$ cat src/design/bemf_zero_cross_commutation_timer_macros.svh
// Assertion helpers shared by the zero-cross commutation timer
`ifndef BEMF_ZERO_CROSS_COMMUTATION_TIMER_MACROS_SVH
`define BEMF_ZERO_CROSS_COMMUTATION_TIMER_MACROS_SVH

// Condition that must hold at every clock edge out of reset
`define BZC_ASSERT_ALWAYS(label, cond, msg) \
    label: assert property (@(posedge clk) disable iff (!rst_n) (cond)) \
        else $error(msg);

// Same-cycle implication
`define BZC_ASSERT_IMP(label, ante, cons, msg) \
    label: assert property (@(posedge clk) disable iff (!rst_n) (ante) |-> (cons)) \
        else $error(msg);

// Next-cycle implication
`define BZC_ASSERT_NXT(label, ante, cons, msg) \
    label: assert property (@(posedge clk) disable iff (!rst_n) (ante) |=> (cons)) \
        else $error(msg);

`endif

$ cat src/design/bzc_pkg.sv
package bzc_pkg;

    // Field widths
    localparam int TIME_W   = 16;
    localparam int SAMPLE_W = 10;
    localparam int SUM_W    = 19;
    localparam int DIV_W    = 17;

    // Sixty-degree time store
    localparam int SIX_DEPTH = 6;
    localparam int SIX_AW    = 3;

    // Divide by three: floor(x * 43691 / 2^17) is exact for x below 2^17
    localparam logic [15:0] RECIP_DIV3 = 16'd43691;
    localparam int          DIV3_SHIFT = 17;

    // Configuration register indexes
    localparam logic [2:0] CFG_FILTER_DELAY = 3'd0;
    localparam logic [2:0] CFG_PROC_LOW     = 3'd1;
    localparam logic [2:0] CFG_PROC_HIGH    = 3'd2;
    localparam logic [2:0] CFG_ADVANCE      = 3'd3;

    // Detection sequence codes
    localparam logic [3:0] DS_A_FALL       = 4'd0;
    localparam logic [3:0] DS_C_RISE       = 4'd1;
    localparam logic [3:0] DS_B_FALL       = 4'd2;
    localparam logic [3:0] DS_A_RISE       = 4'd3;
    localparam logic [3:0] DS_C_FALL       = 4'd4;
    localparam logic [3:0] DS_B_RISE       = 4'd5;
    localparam logic [3:0] DS_HS_WAIT_FALL = 4'd6;
    localparam logic [3:0] DS_HS_A_FALL    = 4'd7;
    localparam logic [3:0] DS_HS_WAIT_RISE = 4'd8;
    localparam logic [3:0] DS_HS_A_RISE    = 4'd9;

    // Sectors used by the high-speed sequence
    localparam logic [2:0] SECTOR_ARM_FALL   = 3'd2;
    localparam logic [2:0] SECTOR_ARM_RISE   = 3'd5;
    localparam logic [2:0] SECTOR_AFTER_FALL = 3'd4;
    localparam logic [2:0] SECTOR_AFTER_RISE = 3'd1;
    localparam logic [2:0] SECTOR_BACK_LOW   = 3'd0;

    // Sector to drive after each low-speed crossing
    localparam logic [2:0] NEXT_SECTOR_LOW [SIX_DEPTH] =
        '{3'd3, 3'd4, 3'd5, 3'd0, 3'd1, 3'd2};

    // Mode change codes
    localparam logic [1:0] MODE_NONE     = 2'd0;
    localparam logic [1:0] MODE_ENTER_HS = 2'd1;
    localparam logic [1:0] MODE_EXIT_HS  = 2'd2;

    // Request from the sequencer to the time store
    typedef struct packed {
        logic              rd_en;
        logic              six_we;
        logic              ring_we;
        logic [SIX_AW-1:0] six_addr;
        logic [TIME_W-1:0] wdata;
    } store_req_t;

endpackage

$ cat src/design/bzc_neutral.sv
module bzc_neutral #(
    parameter int OFFSET_SHIFT = 13
) (
    input  logic                          clk,
    input  logic                          rst_n,
    input  logic                          step,
    input  logic [bzc_pkg::SAMPLE_W-1:0]  pa,
    input  logic [bzc_pkg::SAMPLE_W-1:0]  bus,
    output logic signed [15:0]            neutral
);

    logic [31:0] integ_reg;
    logic [31:0] integ_next;
    logic [15:0] shifted;

    // Offset from the integrator, arithmetic shift, kept to 16 bits
    assign shifted = 16'($signed(integ_reg) >>> OFFSET_SHIFT);
    assign neutral = $signed(16'({7'b0, bus[bzc_pkg::SAMPLE_W-1:1]}) + shifted);

    // Accumulate phase A minus the neutral
    assign integ_next = integ_reg + {22'b0, pa} - {{16{neutral[15]}}, neutral};

    always_ff @(posedge clk or negedge rst_n)
    begin
        if (!rst_n)
        begin
            integ_reg <= '0;
        end
        else if (step)
        begin
            integ_reg <= integ_next;
        end
    end

endmodule

$ cat src/design/bzc_div3.sv
module bzc_div3 (
    input  logic                       clk,
    input  logic                       load,
    input  logic [bzc_pkg::DIV_W-1:0]  operand,
    output logic [15:0]                quotient
);

    localparam int PROD_W = bzc_pkg::DIV_W + 16;

    logic [PROD_W-1:0] prod_reg;

    // Multiply by the reciprocal of three, register the product
    always_ff @(posedge clk)
    begin
        if (load)
        begin
            prod_reg <= PROD_W'(operand) * PROD_W'(bzc_pkg::RECIP_DIV3);
        end
    end

    assign quotient = prod_reg[bzc_pkg::DIV3_SHIFT +: 16];

endmodule

$ cat src/design/bzc_store.sv
module bzc_store #(
    parameter int RING_DEPTH = 16,
    localparam int RING_W = $clog2(RING_DEPTH)
) (
    input  logic                        clk,
    input  logic                        rst_n,
    input  bzc_pkg::store_req_t         req,
    input  logic [RING_W-1:0]           ring_waddr,
    input  logic [RING_W-1:0]           ring_raddr,
    output logic [bzc_pkg::TIME_W-1:0]  six_rdata,
    output logic [bzc_pkg::TIME_W-1:0]  ring_rdata
);

    logic [bzc_pkg::TIME_W-1:0] six_mem  [bzc_pkg::SIX_DEPTH];
    logic [bzc_pkg::TIME_W-1:0] ring_mem [RING_DEPTH];

    logic [bzc_pkg::SIX_DEPTH-1:0] six_vld_reg;
    logic [RING_DEPTH-1:0]         ring_vld_reg;
    logic [bzc_pkg::TIME_W-1:0]    six_q_reg;
    logic [bzc_pkg::TIME_W-1:0]    ring_q_reg;
    logic                          six_qv_reg;
    logic                          ring_qv_reg;
    logic                          six_in_range;

    assign six_in_range = (req.six_addr < bzc_pkg::SIX_AW'(bzc_pkg::SIX_DEPTH));

    // Write ports and registered reads
    always_ff @(posedge clk)
    begin
        if (req.six_we && six_in_range)
        begin
            six_mem[req.six_addr] <= req.wdata;
        end
        if (req.ring_we)
        begin
            ring_mem[ring_waddr] <= req.wdata;
        end
        if (req.rd_en)
        begin
            six_q_reg  <= six_in_range ? six_mem[req.six_addr] : '0;
            ring_q_reg <= ring_mem[ring_raddr];
        end
    end

    // Track written entries; unwritten entries read as zero
    always_ff @(posedge clk or negedge rst_n)
    begin
        if (!rst_n)
        begin
            six_vld_reg  <= '0;
            ring_vld_reg <= '0;
            six_qv_reg   <= 1'b0;
            ring_qv_reg  <= 1'b0;
        end
        else
        begin
            if (req.six_we && six_in_range)
            begin
                six_vld_reg[req.six_addr] <= 1'b1;
            end
            if (req.ring_we)
            begin
                ring_vld_reg[ring_waddr] <= 1'b1;
            end
            if (req.rd_en)
            begin
                six_qv_reg  <= six_in_range ? six_vld_reg[req.six_addr] : 1'b0;
                ring_qv_reg <= ring_vld_reg[ring_raddr];
            end
        end
    end

    assign six_rdata  = six_qv_reg  ? six_q_reg  : '0;
    assign ring_rdata = ring_qv_reg ? ring_q_reg : '0;

endmodule

$ cat src/design/bemf_zero_cross_commutation_timer.sv
// Sensorless BLDC commutation timer: each request carries one set of filtered
// back-EMF samples and returns exactly one result with the crossing flag, the
// commutation delay, the next sector, the high-speed period, the mode change
// and the virtual neutral used. A request passes the neutral and evaluation
// steps when no crossing is found, and also the multiply and finish steps on
// a crossing, then waits in the done state until the output register is free.
// The next request is taken only after that, so one request is in flight at a
// time. The time memories have registered reads and the reciprocal multiplier
// that divides by three is registered. in_ready is high only between requests,
// while a finished result may still sit in the output register.
// Memory contents start as zero through per-entry valid bits, so no clearing
// pass follows reset. Configuration writes are always accepted (cfg_ready is
// tied high) and indexes above 3 are ignored.
`include "bemf_zero_cross_commutation_timer_macros.svh"

module bemf_zero_cross_commutation_timer #(
    parameter int RING_DEPTH   = 16,
    parameter int OFFSET_SHIFT = 13
) (
    input  logic               clk,
    input  logic               rst_n,

    input  logic               cfg_valid,
    output logic               cfg_ready,
    input  logic [2:0]         cfg_index,
    input  logic [15:0]        cfg_data,

    input  logic               in_valid,
    output logic               in_ready,
    input  logic [9:0]         phase_a_filtered,
    input  logic [9:0]         phase_b_filtered,
    input  logic [9:0]         phase_c_filtered,
    input  logic [9:0]         bus_voltage,
    input  logic [15:0]        elapsed_ticks,
    input  logic [2:0]         present_sector,
    input  logic               want_high_speed,

    output logic               out_valid,
    input  logic               out_ready,
    output logic               crossing_found,
    output logic [15:0]        commutation_delay,
    output logic [2:0]         sector_to_drive,
    output logic [15:0]        sixty_degree_period,
    output logic               period_valid,
    output logic [1:0]         mode_switch,
    output logic signed [15:0] neutral_level
);

    localparam int RING_W = $clog2(RING_DEPTH);

    typedef enum logic [6:0] {
        S_IDLE = 7'b0000001,
        S_NEUT = 7'b0000010,
        S_EVAL = 7'b0000100,
        S_MUL  = 7'b0001000,
        S_LOW  = 7'b0010000,
        S_HIGH = 7'b0100000,
        S_DONE = 7'b1000000
    } fsm_t;

    function automatic logic [15:0] sub_sat0(input logic [17:0] a, input logic [17:0] b);
        logic [17:0] diff;
        begin
            diff = a - b;
            return (a > b) ? diff[15:0] : 16'd0;
        end
    endfunction

    // Control and state registers
    fsm_t                         fsm_reg, fsm_next;
    logic [15:0]                  filter_reg, filter_next;
    logic [15:0]                  proc_lo_reg, proc_lo_next;
    logic [15:0]                  proc_hi_reg, proc_hi_next;
    logic [15:0]                  advance_reg, advance_next;
    logic [3:0]                   st_reg, st_next;
    logic [RING_W-1:0]            ptr_reg, ptr_next;
    logic [bzc_pkg::SUM_W-1:0]    sum_reg, sum_next;
    logic [15:0]                  last_period_reg, last_period_next;
    logic                         out_valid_reg, out_valid_next;

    // Payload registers
    logic [9:0]                   pa_reg, pa_next;
    logic [9:0]                   pb_reg, pb_next;
    logic [9:0]                   pc_reg, pc_next;
    logic [9:0]                   bus_reg, bus_next;
    logic [15:0]                  elapsed_reg, elapsed_next;
    logic [2:0]                   sector_reg, sector_next;
    logic                         hs_req_reg, hs_req_next;
    logic [15:0]                  neutral_reg, neutral_next;
    logic [17:0]                  pd_reg, pd_next;
    logic [16:0]                  turn_reg, turn_next;
    logic [bzc_pkg::DIV_W-1:0]    div_arg_reg, div_arg_next;
    logic                         res_found_reg, res_found_next;
    logic [15:0]                  res_delay_reg, res_delay_next;
    logic [2:0]                   res_sector_reg, res_sector_next;
    logic                         res_pvalid_reg, res_pvalid_next;
    logic [1:0]                   res_mode_reg, res_mode_next;
    logic                         crossing_found_reg, crossing_found_next;
    logic [15:0]                  commutation_delay_reg, commutation_delay_next;
    logic [2:0]                   sector_to_drive_reg, sector_to_drive_next;
    logic [15:0]                  sixty_degree_period_reg, sixty_degree_period_next;
    logic                         period_valid_reg, period_valid_next;
    logic [1:0]                   mode_switch_reg, mode_switch_next;
    logic [15:0]                  neutral_level_reg, neutral_level_next;

    // Datapath wires
    bzc_pkg::store_req_t          store_req;
    logic [15:0]                  six_rdata;
    logic [15:0]                  ring_rdata;
    logic [RING_W-1:0]            ptr_inc;
    logic [RING_W-1:0]            ptr_prev;
    logic signed [15:0]           neutral_w;
    logic                         neut_step;
    logic                         div_load;
    logic [15:0]                  div_quot;
    logic signed [16:0]           neut_x;
    logic signed [16:0]           pa_x, pb_x, pc_x;
    logic                         a_lt, a_gt, b_lt, b_gt, c_lt, c_gt;
    logic                         hit_low;
    logic                         hit_high;
    logic                         is_low;
    logic [bzc_pkg::SUM_W-1:0]    sum_upd;
    logic [16:0]                  turn_sum;
    logic [17:0]                  thirty_w;
    logic [20:0]                  thirty_x6;
    logic [18:0]                  thirty_x2;
    logic [15:0]                  half_turn_w;
    logic [15:0]                  period_lo_w;

    bzc_neutral #(
        .OFFSET_SHIFT (OFFSET_SHIFT)
    ) u_neutral (
        .clk     (clk),
        .rst_n   (rst_n),
        .step    (neut_step),
        .pa      (pa_reg),
        .bus     (bus_reg),
        .neutral (neutral_w)
    );

    bzc_div3 u_div3 (
        .clk      (clk),
        .load     (div_load),
        .operand  (div_arg_reg),
        .quotient (div_quot)
    );

    bzc_store #(
        .RING_DEPTH (RING_DEPTH)
    ) u_store (
        .clk        (clk),
        .rst_n      (rst_n),
        .req        (store_req),
        .ring_waddr (ptr_reg),
        .ring_raddr (ptr_prev),
        .six_rdata  (six_rdata),
        .ring_rdata (ring_rdata)
    );

    // Ring pointer neighbors
    assign ptr_inc  = (ptr_reg == RING_W'(RING_DEPTH - 1)) ? '0 : ptr_reg + 1'b1;
    assign ptr_prev = (ptr_reg == '0) ? RING_W'(RING_DEPTH - 1) : ptr_reg - 1'b1;

    // Phase comparisons against the registered neutral
    assign neut_x = $signed({neutral_reg[15], neutral_reg});
    assign pa_x   = $signed({7'b0, pa_reg});
    assign pb_x   = $signed({7'b0, pb_reg});
    assign pc_x   = $signed({7'b0, pc_reg});
    assign a_lt   = pa_x < neut_x;
    assign a_gt   = pa_x > neut_x;
    assign b_lt   = pb_x < neut_x;
    assign b_gt   = pb_x > neut_x;
    assign c_lt   = pc_x < neut_x;
    assign c_gt   = pc_x > neut_x;

    assign is_low = (st_reg < bzc_pkg::DS_HS_WAIT_FALL);

    always_comb
    begin
        case (st_reg)
            bzc_pkg::DS_A_FALL: hit_low = a_lt;
            bzc_pkg::DS_C_RISE: hit_low = c_gt;
            bzc_pkg::DS_B_FALL: hit_low = b_lt;
            bzc_pkg::DS_A_RISE: hit_low = a_gt;
            bzc_pkg::DS_C_FALL: hit_low = c_lt;
            bzc_pkg::DS_B_RISE: hit_low = b_gt;
            default:            hit_low = 1'b0;
        endcase
    end

    assign hit_high = (st_reg == bzc_pkg::DS_HS_A_FALL) ? a_lt : a_gt;

    // Running sum of the six sixty-degree times, replace the old entry
    assign sum_upd  = sum_reg - bzc_pkg::SUM_W'(six_rdata) + bzc_pkg::SUM_W'(elapsed_reg);
    assign turn_sum = 17'(elapsed_reg) + 17'(ring_rdata);

    // Thirty-degree time raised to the phase delay
    assign thirty_w    = (18'(div_quot) < pd_reg) ? pd_reg : 18'(div_quot);
    assign thirty_x6   = 21'(thirty_w) * 21'd6;
    assign thirty_x2   = {1'b0, thirty_w} << 1;
    assign half_turn_w = (thirty_x6 > 21'hFFFF) ? 16'hFFFF : thirty_x6[15:0];
    assign period_lo_w = (thirty_x2 > 19'hFFFF) ? 16'hFFFF : thirty_x2[15:0];

    // Sequencer
    always_comb
    begin
        fsm_next                 = fsm_reg;
        filter_next              = filter_reg;
        proc_lo_next             = proc_lo_reg;
        proc_hi_next             = proc_hi_reg;
        advance_next             = advance_reg;
        st_next                  = st_reg;
        ptr_next                 = ptr_reg;
        sum_next                 = sum_reg;
        last_period_next         = last_period_reg;
        out_valid_next           = out_valid_reg && !out_ready;
        pa_next                  = pa_reg;
        pb_next                  = pb_reg;
        pc_next                  = pc_reg;
        bus_next                 = bus_reg;
        elapsed_next             = elapsed_reg;
        sector_next              = sector_reg;
        hs_req_next              = hs_req_reg;
        neutral_next             = neutral_reg;
        pd_next                  = pd_reg;
        turn_next                = turn_reg;
        div_arg_next             = div_arg_reg;
        res_found_next           = res_found_reg;
        res_delay_next           = res_delay_reg;
        res_sector_next          = res_sector_reg;
        res_pvalid_next          = res_pvalid_reg;
        res_mode_next            = res_mode_reg;
        crossing_found_next      = crossing_found_reg;
        commutation_delay_next   = commutation_delay_reg;
        sector_to_drive_next     = sector_to_drive_reg;
        sixty_degree_period_next = sixty_degree_period_reg;
        period_valid_next        = period_valid_reg;
        mode_switch_next         = mode_switch_reg;
        neutral_level_next       = neutral_level_reg;
        store_req                = '0;
        neut_step                = 1'b0;
        div_load                 = 1'b0;

        // Configuration writes
        if (cfg_valid)
        begin
            case (cfg_index)
                bzc_pkg::CFG_FILTER_DELAY: filter_next  = cfg_data;
                bzc_pkg::CFG_PROC_LOW:     proc_lo_next = cfg_data;
                bzc_pkg::CFG_PROC_HIGH:    proc_hi_next = cfg_data;
                bzc_pkg::CFG_ADVANCE:      advance_next = cfg_data;
                default:                   ;
            endcase
        end

        case (fsm_reg)
            // Capture the request
            S_IDLE:
            begin
                if (in_valid)
                begin
                    pa_next      = phase_a_filtered;
                    pb_next      = phase_b_filtered;
                    pc_next      = phase_c_filtered;
                    bus_next     = bus_voltage;
                    elapsed_next = elapsed_ticks;
                    sector_next  = present_sector;
                    hs_req_next  = want_high_speed;
                    fsm_next     = S_NEUT;
                end
            end

            // Form the neutral, step the integrator, read the stored times
            S_NEUT:
            begin
                neutral_next = neutral_w;
                neut_step    = 1'b1;
                pd_next      = 18'(filter_reg) + 18'(advance_reg)
                             + 18'(is_low ? proc_lo_reg : proc_hi_reg);
                store_req.rd_en    = 1'b1;
                store_req.six_addr = st_reg[bzc_pkg::SIX_AW-1:0];
                fsm_next     = S_EVAL;
            end

            // Look for the crossing of the current state, or arm a high-speed watch on its sector
            S_EVAL:
            begin
                res_found_next  = 1'b0;
                res_delay_next  = '0;
                res_sector_next = '0;
                res_pvalid_next = 1'b0;
                res_mode_next   = bzc_pkg::MODE_NONE;
                fsm_next        = S_DONE;
                if (is_low)
                begin
                    if (hit_low)
                    begin
                        sum_next           = sum_upd;
                        store_req.six_we   = 1'b1;
                        store_req.six_addr = st_reg[bzc_pkg::SIX_AW-1:0];
                        store_req.wdata    = elapsed_reg;
                        div_arg_next       = sum_upd[bzc_pkg::SUM_W-1:2];
                        fsm_next           = S_MUL;
                    end
                end
                else if (st_reg == bzc_pkg::DS_HS_WAIT_FALL)
                begin
                    if (sector_reg == bzc_pkg::SECTOR_ARM_FALL)
                    begin
                        st_next = bzc_pkg::DS_HS_A_FALL;
                    end
                end
                else if (st_reg == bzc_pkg::DS_HS_WAIT_RISE)
                begin
                    if (sector_reg == bzc_pkg::SECTOR_ARM_RISE)
                    begin
                        st_next = bzc_pkg::DS_HS_A_RISE;
                    end
                end
                else if (st_reg == bzc_pkg::DS_HS_A_FALL || st_reg == bzc_pkg::DS_HS_A_RISE)
                begin
                    if (hit_high)
                    begin
                        turn_next         = turn_sum;
                        store_req.ring_we = 1'b1;
                        store_req.wdata   = elapsed_reg;
                        ptr_next          = ptr_inc;
                        div_arg_next      = {1'b0, turn_sum[16:1]};
                        fsm_next          = S_MUL;
                    end
                end
                else
                begin
                    st_next = bzc_pkg::DS_A_FALL;
                end
            end

            // Multiply by the reciprocal of three
            S_MUL:
            begin
                div_load = 1'b1;
                fsm_next = is_low ? S_LOW : S_HIGH;
            end

            // Finish a low-speed crossing
            S_LOW:
            begin
                res_found_next  = 1'b1;
                res_delay_next  = sub_sat0(18'(div_quot), pd_reg);
                res_sector_next = bzc_pkg::NEXT_SECTOR_LOW[st_reg[bzc_pkg::SIX_AW-1:0]];
                store_req.ring_we = 1'b1;
                store_req.wdata   = half_turn_w;
                ptr_next          = ptr_inc;
                if (st_reg == bzc_pkg::DS_A_RISE && hs_req_reg)
                begin
                    st_next          = bzc_pkg::DS_HS_WAIT_FALL;
                    last_period_next = period_lo_w;
                    res_pvalid_next  = 1'b1;
                    res_mode_next    = bzc_pkg::MODE_ENTER_HS;
                end
                else if (st_reg == bzc_pkg::DS_B_RISE)
                begin
                    st_next = bzc_pkg::DS_A_FALL;
                end
                else
                begin
                    st_next = st_reg + 4'd1;
                end
                fsm_next = S_DONE;
            end

            // Finish a high-speed crossing
            S_HIGH:
            begin
                res_found_next   = 1'b1;
                res_pvalid_next  = 1'b1;
                last_period_next = div_quot;
                res_delay_next   = sub_sat0(18'(turn_reg[16:2]), pd_reg);
                if (st_reg == bzc_pkg::DS_HS_A_FALL)
                begin
                    res_sector_next = bzc_pkg::SECTOR_AFTER_FALL;
                    st_next         = bzc_pkg::DS_HS_WAIT_RISE;
                end
                else if (hs_req_reg)
                begin
                    res_sector_next = bzc_pkg::SECTOR_AFTER_RISE;
                    st_next         = bzc_pkg::DS_HS_WAIT_FALL;
                end
                else
                begin
                    res_sector_next = bzc_pkg::SECTOR_BACK_LOW;
                    st_next         = bzc_pkg::DS_C_FALL;
                    res_delay_next  = sub_sat0(18'(div_quot[15:1]), pd_reg);
                    res_mode_next   = bzc_pkg::MODE_EXIT_HS;
                end
                fsm_next = S_DONE;
            end

            // Hand the result to the output register once it is free
            S_DONE:
            begin
                if (!out_valid_reg || out_ready)
                begin
                    crossing_found_next      = res_found_reg;
                    commutation_delay_next   = res_delay_reg;
                    sector_to_drive_next     = res_sector_reg;
                    sixty_degree_period_next = last_period_reg;
                    period_valid_next        = res_pvalid_reg;
                    mode_switch_next         = res_mode_reg;
                    neutral_level_next       = neutral_reg;
                    out_valid_next           = 1'b1;
                    fsm_next                 = S_IDLE;
                end
            end

            default:
            begin
                fsm_next = S_IDLE;
            end
        endcase
    end

    // Control state
    always_ff @(posedge clk or negedge rst_n)
    begin
        if (!rst_n)
        begin
            fsm_reg         <= S_IDLE;
            filter_reg      <= '0;
            proc_lo_reg     <= '0;
            proc_hi_reg     <= '0;
            advance_reg     <= '0;
            st_reg          <= bzc_pkg::DS_A_FALL;
            ptr_reg         <= '0;
            sum_reg         <= '0;
            last_period_reg <= '0;
            out_valid_reg   <= 1'b0;
        end
        else
        begin
            fsm_reg         <= fsm_next;
            filter_reg      <= filter_next;
            proc_lo_reg     <= proc_lo_next;
            proc_hi_reg     <= proc_hi_next;
            advance_reg     <= advance_next;
            st_reg          <= st_next;
            ptr_reg         <= ptr_next;
            sum_reg         <= sum_next;
            last_period_reg <= last_period_next;
            out_valid_reg   <= out_valid_next;
        end
    end

    // Payload
    always_ff @(posedge clk)
    begin
        pa_reg                  <= pa_next;
        pb_reg                  <= pb_next;
        pc_reg                  <= pc_next;
        bus_reg                 <= bus_next;
        elapsed_reg             <= elapsed_next;
        sector_reg              <= sector_next;
        hs_req_reg              <= hs_req_next;
        neutral_reg             <= neutral_next;
        pd_reg                  <= pd_next;
        turn_reg                <= turn_next;
        div_arg_reg             <= div_arg_next;
        res_found_reg           <= res_found_next;
        res_delay_reg           <= res_delay_next;
        res_sector_reg          <= res_sector_next;
        res_pvalid_reg          <= res_pvalid_next;
        res_mode_reg            <= res_mode_next;
        crossing_found_reg      <= crossing_found_next;
        commutation_delay_reg   <= commutation_delay_next;
        sector_to_drive_reg     <= sector_to_drive_next;
        sixty_degree_period_reg <= sixty_degree_period_next;
        period_valid_reg        <= period_valid_next;
        mode_switch_reg         <= mode_switch_next;
        neutral_level_reg       <= neutral_level_next;
    end

    // Ports
    assign cfg_ready           = 1'b1;
    assign in_ready            = (fsm_reg == S_IDLE);
    assign out_valid           = out_valid_reg;
    assign crossing_found      = crossing_found_reg;
    assign commutation_delay   = commutation_delay_reg;
    assign sector_to_drive     = sector_to_drive_reg;
    assign sixty_degree_period = sixty_degree_period_reg;
    assign period_valid        = period_valid_reg;
    assign mode_switch         = mode_switch_reg;
    assign neutral_level       = $signed(neutral_level_reg);

    // Checks
    `BZC_ASSERT_ALWAYS(a_detect_state_range, st_reg <= bzc_pkg::DS_HS_A_RISE,
        "detect state out of range")
    `BZC_ASSERT_IMP(a_quiet_without_crossing, out_valid && !crossing_found,
        commutation_delay == 16'd0 && sector_to_drive == 3'd0,
        "delay or sector set without a crossing")
    `BZC_ASSERT_IMP(a_mode_change_loads_period,
        out_valid && mode_switch != bzc_pkg::MODE_NONE, period_valid,
        "mode change without period load")
    `BZC_ASSERT_NXT(a_one_request_in_flight, in_valid && in_ready, !in_ready,
        "second request taken while busy")

endmodule

$ cat config.mk
export PLATFORM = sky130hd
export DESIGN_NAME = bemf_zero_cross_commutation_timer
export DESIGN_NICKNAME = d
export VERILOG_FILES = /design/src/design/bzc_pkg.sv /design/src/design/bzc_neutral.sv /design/src/design/bzc_div3.sv /design/src/design/bzc_store.sv /design/src/design/bemf_zero_cross_commutation_timer.sv
export VERILOG_INCLUDE_DIRS = /design/src /design/src/design
export SDC_FILE = /design/constraint.sdc
export NUM_CORES = 2
export LEC_CHECK = 0
export BUFFER_PORTS_ARGS = -buffer_cell sky130_fd_sc_hd__buf_2
export CAP_MARGIN = 20
export CORE_ASPECT_RATIO = 0.7
export CORE_MARGIN = 10
export CORE_UTILIZATION = 40
export CTS_BUF_LIST = sky130_fd_sc_hd__clkbuf_4 sky130_fd_sc_hd__clkbuf_8 sky130_fd_sc_hd__clkbuf_16
export CTS_CLUSTER_DIAMETER = 80
export DETAILED_ROUTE_END_ITERATION = 8
export SYNTH_ARGS = -nofsm -noshare
export SYNTH_HDL_FRONTEND = slang
export SYNTH_HIERARCHICAL = 1
export SYNTH_SLANG_ARGS = --single-unit
$ cat constraint.sdc
create_clock -name clk -period 18.08 [get_ports clk]
set_clock_uncertainty 0.2 [all_clocks]
set_input_delay 0.904 -clock clk [delete_from_list [all_inputs] [get_ports clk]]
set_output_delay 0.904 -clock clk [all_outputs]
set_load 0.005 [all_outputs]
After elaboration in Yosys (flattened, before gate mapping)
Memory sizes are Yosys's and may differ from the RTL's. A register that Yosys moved wholly into a read port is not among the register bits.
Index checks and enable logic that the tools add are counted.
Storage, ports and cells
  register bits: 410
  latch bits: 0
  bits in writable memories: 352
  bits in read-only memories: 24
  bits of input ports: 84
  output and inout port bits: 58
  word-level logic and storage cells: 255
  memories kept: 3
Operators by class
  add/sub/neg operators: 14
  multipliers: 2
  divide/modulo/power cells: 0
  magnitude comparators: 20
  eq/ne operators: 38
  shifts and indexed selects: 0
  multiplexer cells: 98
  bitwise gates (word level): 6
  reductions and logical operators: 35
Memory list
  u_store.ring_mem: depth 16, bits a word 16, read ports 1, clocked after memory_dff 1, write ports 1, line bzc_store.sv:15  | logic [bzc_pkg::TIME_W-1:0] ring_mem [RING_DEPTH];
  u_store.six_mem: depth 6, bits a word 16, read ports 1, clocked after memory_dff 1, write ports 1, line bzc_store.sv:14  | logic [bzc_pkg::TIME_W-1:0] six_mem [bzc_pkg::SIX_DEPTH];
  (name not given): depth 8, bits a word 3, read ports 1, clocked after memory_dff 0, write ports 0, line bemf_zero_cross_commutation_timer.sv:350  | res_sector_next = bzc_pkg::NEXT_SECTOR_LOW[st_reg[bzc_pkg::SIX_AW-1:0]];
Operator list (count)
  $mux W16: 16
  $mux W17: 6
  $mux W4: 16
  $pmux W16 S2: 2
  $mux W7: 8
  $gt A11 B16 Y1: 3
  $lt A11 B16 Y1: 3
  $pmux W16 S3: 1
  $pmux W7 S6: 1
  $gt A15 B18 Y1: 2
  $add A16 B16 Y17: 2
  $mul A17 B16 Y33 const B: 1
  $add A32 B10 Y32: 1
  $sub A15 B16 Y16: 2
  $sub A32 B32 Y32: 1
  $ne A2 B2 Y1 const B: 13
  $mux W1: 24
  $gt A21 B16 Y1 const B: 1
  $mul A18 B2 Y20 const B: 1
  $add A19 B16 Y19: 1
  $gt A19 B16 Y1 const B: 1
  $mux W19: 1
  $sub A19 B16 Y19: 1
  $add A17 B16 Y18: 1
  62 further kinds: 104

Logic depth before layout (Yosys ltp)
  depth after elaboration: 10
  depth in mapped cells: 25
  gate-level depth less buffers: 22

Cells and area by module
Netlist, hierarchy kept.
By module, submodules not included
  bemf_zero_cross_commutation_timer: times used 1, cells an instance 1728, area each 18755.5 um^2, sequential area each 9004.9 um^2
  bzc_store: times used 1, cells an instance 765, area each 15696.3 um^2, sequential area each 12131.6 um^2
  bzc_div3: times used 1, cells an instance 595, area each 5634.2 um^2, sequential area each 480.5 um^2
  bzc_neutral: times used 1, cells an instance 414, area each 3616.0 um^2, sequential area each 725.7 um^2

Least setup slack after synthesis
No wires, ideal clock.
  path kind: register -> register
  start point: reg fsm_reg[4]
  end point: mem u_store/six_mem[4][0] (netlist bit) (enable)
  library setup time: 0.411 ns
  arrival: 10.652 ns
  data required time: 17.469 ns
  slack: 6.817 ns
  stages on the path, launching flop included: 10
  path buffers: 2
  clock period less this slack: 11.263 ns
  path through: dfrtp_1 -> nor2_1 -> nand2_1 -> nor4b_1 -> nor2b_1 -> nor2b_1 -> clkbuf_1 -> buf_2 -> nand2_1 -> nor3_1
RTL lines
  from (decl): line bemf_zero_cross_commutation_timer.sv:70  | fsm_t fsm_reg, fsm_next;
  from (signal assigned): line bemf_zero_cross_commutation_timer.sv:441  | fsm_reg <= fsm_next;
  to (decl): line bzc_store.sv:14

==> impl_metrics.xml <==
<?xml version="1.0" encoding="UTF-8"?>
<metrics>
  <group name="run_status">
    <metric name="outcome" unit="">finished, final reports clean</metric>
  </group>
  <group name="setup_path">
    <metric name="worstSetupStartpointType" unit="">register</metric>
    <metric name="cp_data_arrival_time" unit="ns">7.84</metric>
    <metric name="worst-r2r-cell-count" unit="">20</metric>
    <metric name="critical_path.startpoint" unit="">u_div3/prod_reg[17]</metric>
    <metric name="worstSetupEndpointType" unit="">register</metric>
    <metric name="regToRegStartpoint" unit="">u_div3/prod_reg[17]</metric>
    <metric name="reg2reg_setup_slack" unit="ns">10.38</metric>
    <metric name="endpoint_of_the_lowest_slack_register_to_register_path" unit="">u_store/ring_mem[11][2]</metric>
    <metric name="critical_path_peak_fanout" unit="">30</metric>
    <metric name="timing.setup.critical_path_class" unit="">register to register</metric>
    <metric name="worstPathRequired" unit="ns">18.22</metric>
  </group>
  <group name="clock_network">
    <metric name="cts-buffers-inserted" unit="">79</metric>
    <metric name="cts_max_path_buffers" unit="">3</metric>
    <metric name="cts.hold.buffers_added" unit="">0</metric>
    <metric name="cts_repair_resize_count" unit="">0</metric>
    <metric name="cts.clk_slew.worst_paths" unit="ns">0.06</metric>
    <metric name="clkLatencyLatePin" unit="ns">0.69</metric>
    <metric name="cts_tree" unit="">built</metric>
    <metric name="cts.sink_count" unit="">771</metric>
    <metric name="cts.htree.levels" unit="">3</metric>
    <metric name="cts_setup_buffers" unit="">0</metric>
    <metric name="root_buffer" unit="">clkbuf_16</metric>
  </group>
  <group name="timing">
    <metric name="slew_viols_final" unit="">0</metric>
    <metric name="grt_setup_unrepaired" unit="">false</metric>
    <metric name="min_period_over_period" unit="%">42.56</metric>
    <metric name="setup_viol_count_final" unit="">0</metric>
    <metric name="maxSlewHeadroom" unit="%">26.59</metric>
    <metric name="achievable-frequency" unit="MHz">129.9</metric>
    <metric name="minimum_period_implied_by_the_final_worst_setup_slack" unit="ns">7.696</metric>
    <metric name="finalHoldViolations" unit="">0</metric>
    <metric name="final.setup.tns" unit="ns">0</metric>
    <metric name="whs" unit="ns">0.05855</metric>
    <metric name="worst-slew-pin-transition" unit="ns">1.097</metric>
  </group>
  <group name="cells_and_area">
    <metric name="largest_reg_flops" unit="">256</metric>
    <metric name="fin_area" unit="sq um">48880</metric>
    <metric name="final_nets" unit="">4230</metric>
    <metric name="final_core_utilization" unit="%">45.08</metric>
    <metric name="mostFrequentLayoutCell" unit="">edfxtp_1</metric>
    <metric name="final_layout_size_suffix_gt1_share" unit="%">15.56</metric>
    <metric name="area_growth" unit="%">11.92</metric>
    <metric name="most-common-layout-cells" unit="">edfxtp_1, inv_1, ha_1</metric>
  </group>
  <group name="power">
    <metric name="power.switching_fraction" unit="%">42.73</metric>
    <metric name="total_power" unit="uW">8738</metric>
    <metric name="share_seq_of_total_power" unit="%">27.3</metric>
    <metric name="power.ir.vdd_worst" unit="uV">206.9</metric>
    <metric name="p_leak" unit="uW">0.02003</metric>
    <metric name="clock_power_share" unit="%">18.8</metric>
    <metric name="power_density" unit="nW/um^2">178.8</metric>
    <metric name="p_switching" unit="uW">3734</metric>
    <metric name="p_int" unit="uW">5004</metric>
    <metric name="combinationalPowerShare" unit="%">54.0</metric>
  </group>
  <group name="hold_path">
    <metric name="hold_path.class" unit="">input port to async pin</metric>
  </group>
  <group name="route">
    <metric name="post_drt_via_cell_ratio" unit="">5.378</metric>
    <metric name="initialDrtViolationCount" unit="">2657</metric>
    <metric name="drc_errors" unit="">0</metric>
    <metric name="detail_route.first_pass.iterations" unit="">8</metric>
    <metric name="routed_wl" unit="um">111600</metric>
    <metric name="wl_per_cell" unit="um">21.53</metric>
    <metric name="postRouteAntennaNets" unit="">0</metric>
    <metric name="vias" unit="">27880</metric>
  </group>
  <group name="floorplanning">
    <metric name="core_area" unit="sq um">108400</metric>
    <metric name="die_extent_in_x" unit="um">414.9</metric>
    <metric name="floorplan.io_pins" unit="">142</metric>
    <metric name="start_util" unit="%">40.28</metric>
    <metric name="die_area" unit="sq um">123000</metric>
    <metric name="number_of_rows_in_the_core_area" unit="">101</metric>
    <metric name="dieHeight" unit="um">296.5</metric>
  </group>
  <group name="grt">
    <metric name="antenna_found_initial" unit="">3</metric>
    <metric name="total_routing_usage_gr" unit="%">17.91</metric>
    <metric name="grt_start_max_net_pins" unit="">73</metric>
    <metric name="first_global_vias" unit="">26920</metric>
    <metric name="gr-total-overflow" unit="">0</metric>
    <metric name="wire_length_of_the_first_global_routing_pass" unit="um">169200</metric>
  </group>
  <group name="placement">
    <metric name="dpl-instance-area" unit="sq um">46210</metric>
    <metric name="io_buffers" unit="">139</metric>
    <metric name="place.gp.congestion" unit="">0.9158</metric>
    <metric name="dp.final_hpwl" unit="um">81130</metric>
  </group>
  <group name="logic_synthesis">
    <metric name="syn-cell-area" unit="sq um">43670</metric>
    <metric name="synthesis.instances" unit="">3501</metric>
    <metric name="avgSynthCellArea" unit="sq um">12.47</metric>
    <metric name="yosysWarnings" unit="">6</metric>
    <metric name="nets_in_the_synthesized_netlist" unit="">4057</metric>
  </group>
  <group name="flow_run">
    <metric name="max_cap_violations" unit="">0</metric>
  </group>
</metrics>
==> worst max-delay path, cell delays in order, from the launching register on <==
cell and delay, ns:
edfxtp_1 0.40, inv_1 0.09, ha_1 0.16, inv_1 0.06, fa_1 0.39, a21oi_1 0.20, o22ai_1 0.17, o311ai_1 0.53
nand2_1 0.62, o21ai_0 0.76, ha_1 0.35, a21o_1 0.20, maj3_1 0.37, a2111oi_0 0.46, a221o_1 0.26, o21ai_2 0.12
a311oi_1 0.28, o211a_1 0.16, nor3_1 0.09, a21oi_2 0.60, a221o_1 0.85
==> through the flow <==
stage               cells  worst slack, ns
finish               5184            10.38
global route         5182            9.680
CTS                  5178            10.48
detailed placement   5031            10.59
global placement     5031            10.65
floorplan            3501            6.818
==> power by group through the flow <==
stage               logic (uW)  clock network [uW]  registers (uW)
CTS                       4660                1680            2380
floorplan                 3510                   0            2350
finish                    4710                1640            2380
detailed placement        4610                   0            2420
global route              5260                1750            2400
global placement          4580                   0            2420
==> worst max-delay path by stage <==
| stage | to | slack (ns) | cells past startpoint |
|---|---|---|---|
| after floorplan | u_store/six_mem[4][0] | 6.82 | 9 |
| after global placement | u_store/ring_mem[9][2] | 10.65 | 20 |
| after detailed placement | u_store/ring_mem[11][2] | 10.59 | 20 |
| after global routing | u_store/ring_mem[0][11] | 9.68 | 20 |
| after CTS | u_store/ring_mem[4][11] | 10.48 | 20 |
| final | u_store/ring_mem[11][2] | 10.38 | 20 |
==> layer usage <==
metal / global-route usage (%) / vias to the layer above / share of wire [%]
li1: - / 13060 / -
met3: 3.397 / 129 / 6.9
met5: 0 / - / 0.014
met1: 27.63 / 13850 / 49
met2: 25.79 / 845 / 42
met4: 4.048 / 2 / 1.9
==> final cells by class <==
class                      instances  area [sq um]
fill                            9933         59550
sequential                       771         22310
multi-input combinational       2237         19570
clock buffer                     101          2142
tap                             1442          1804
inverter                         399          1498
timing repair buffer             186          1077
clock inverter                    46         470.5
antenna                            2         5.005
No activity file was read; power rests on OpenSTA's default activity.
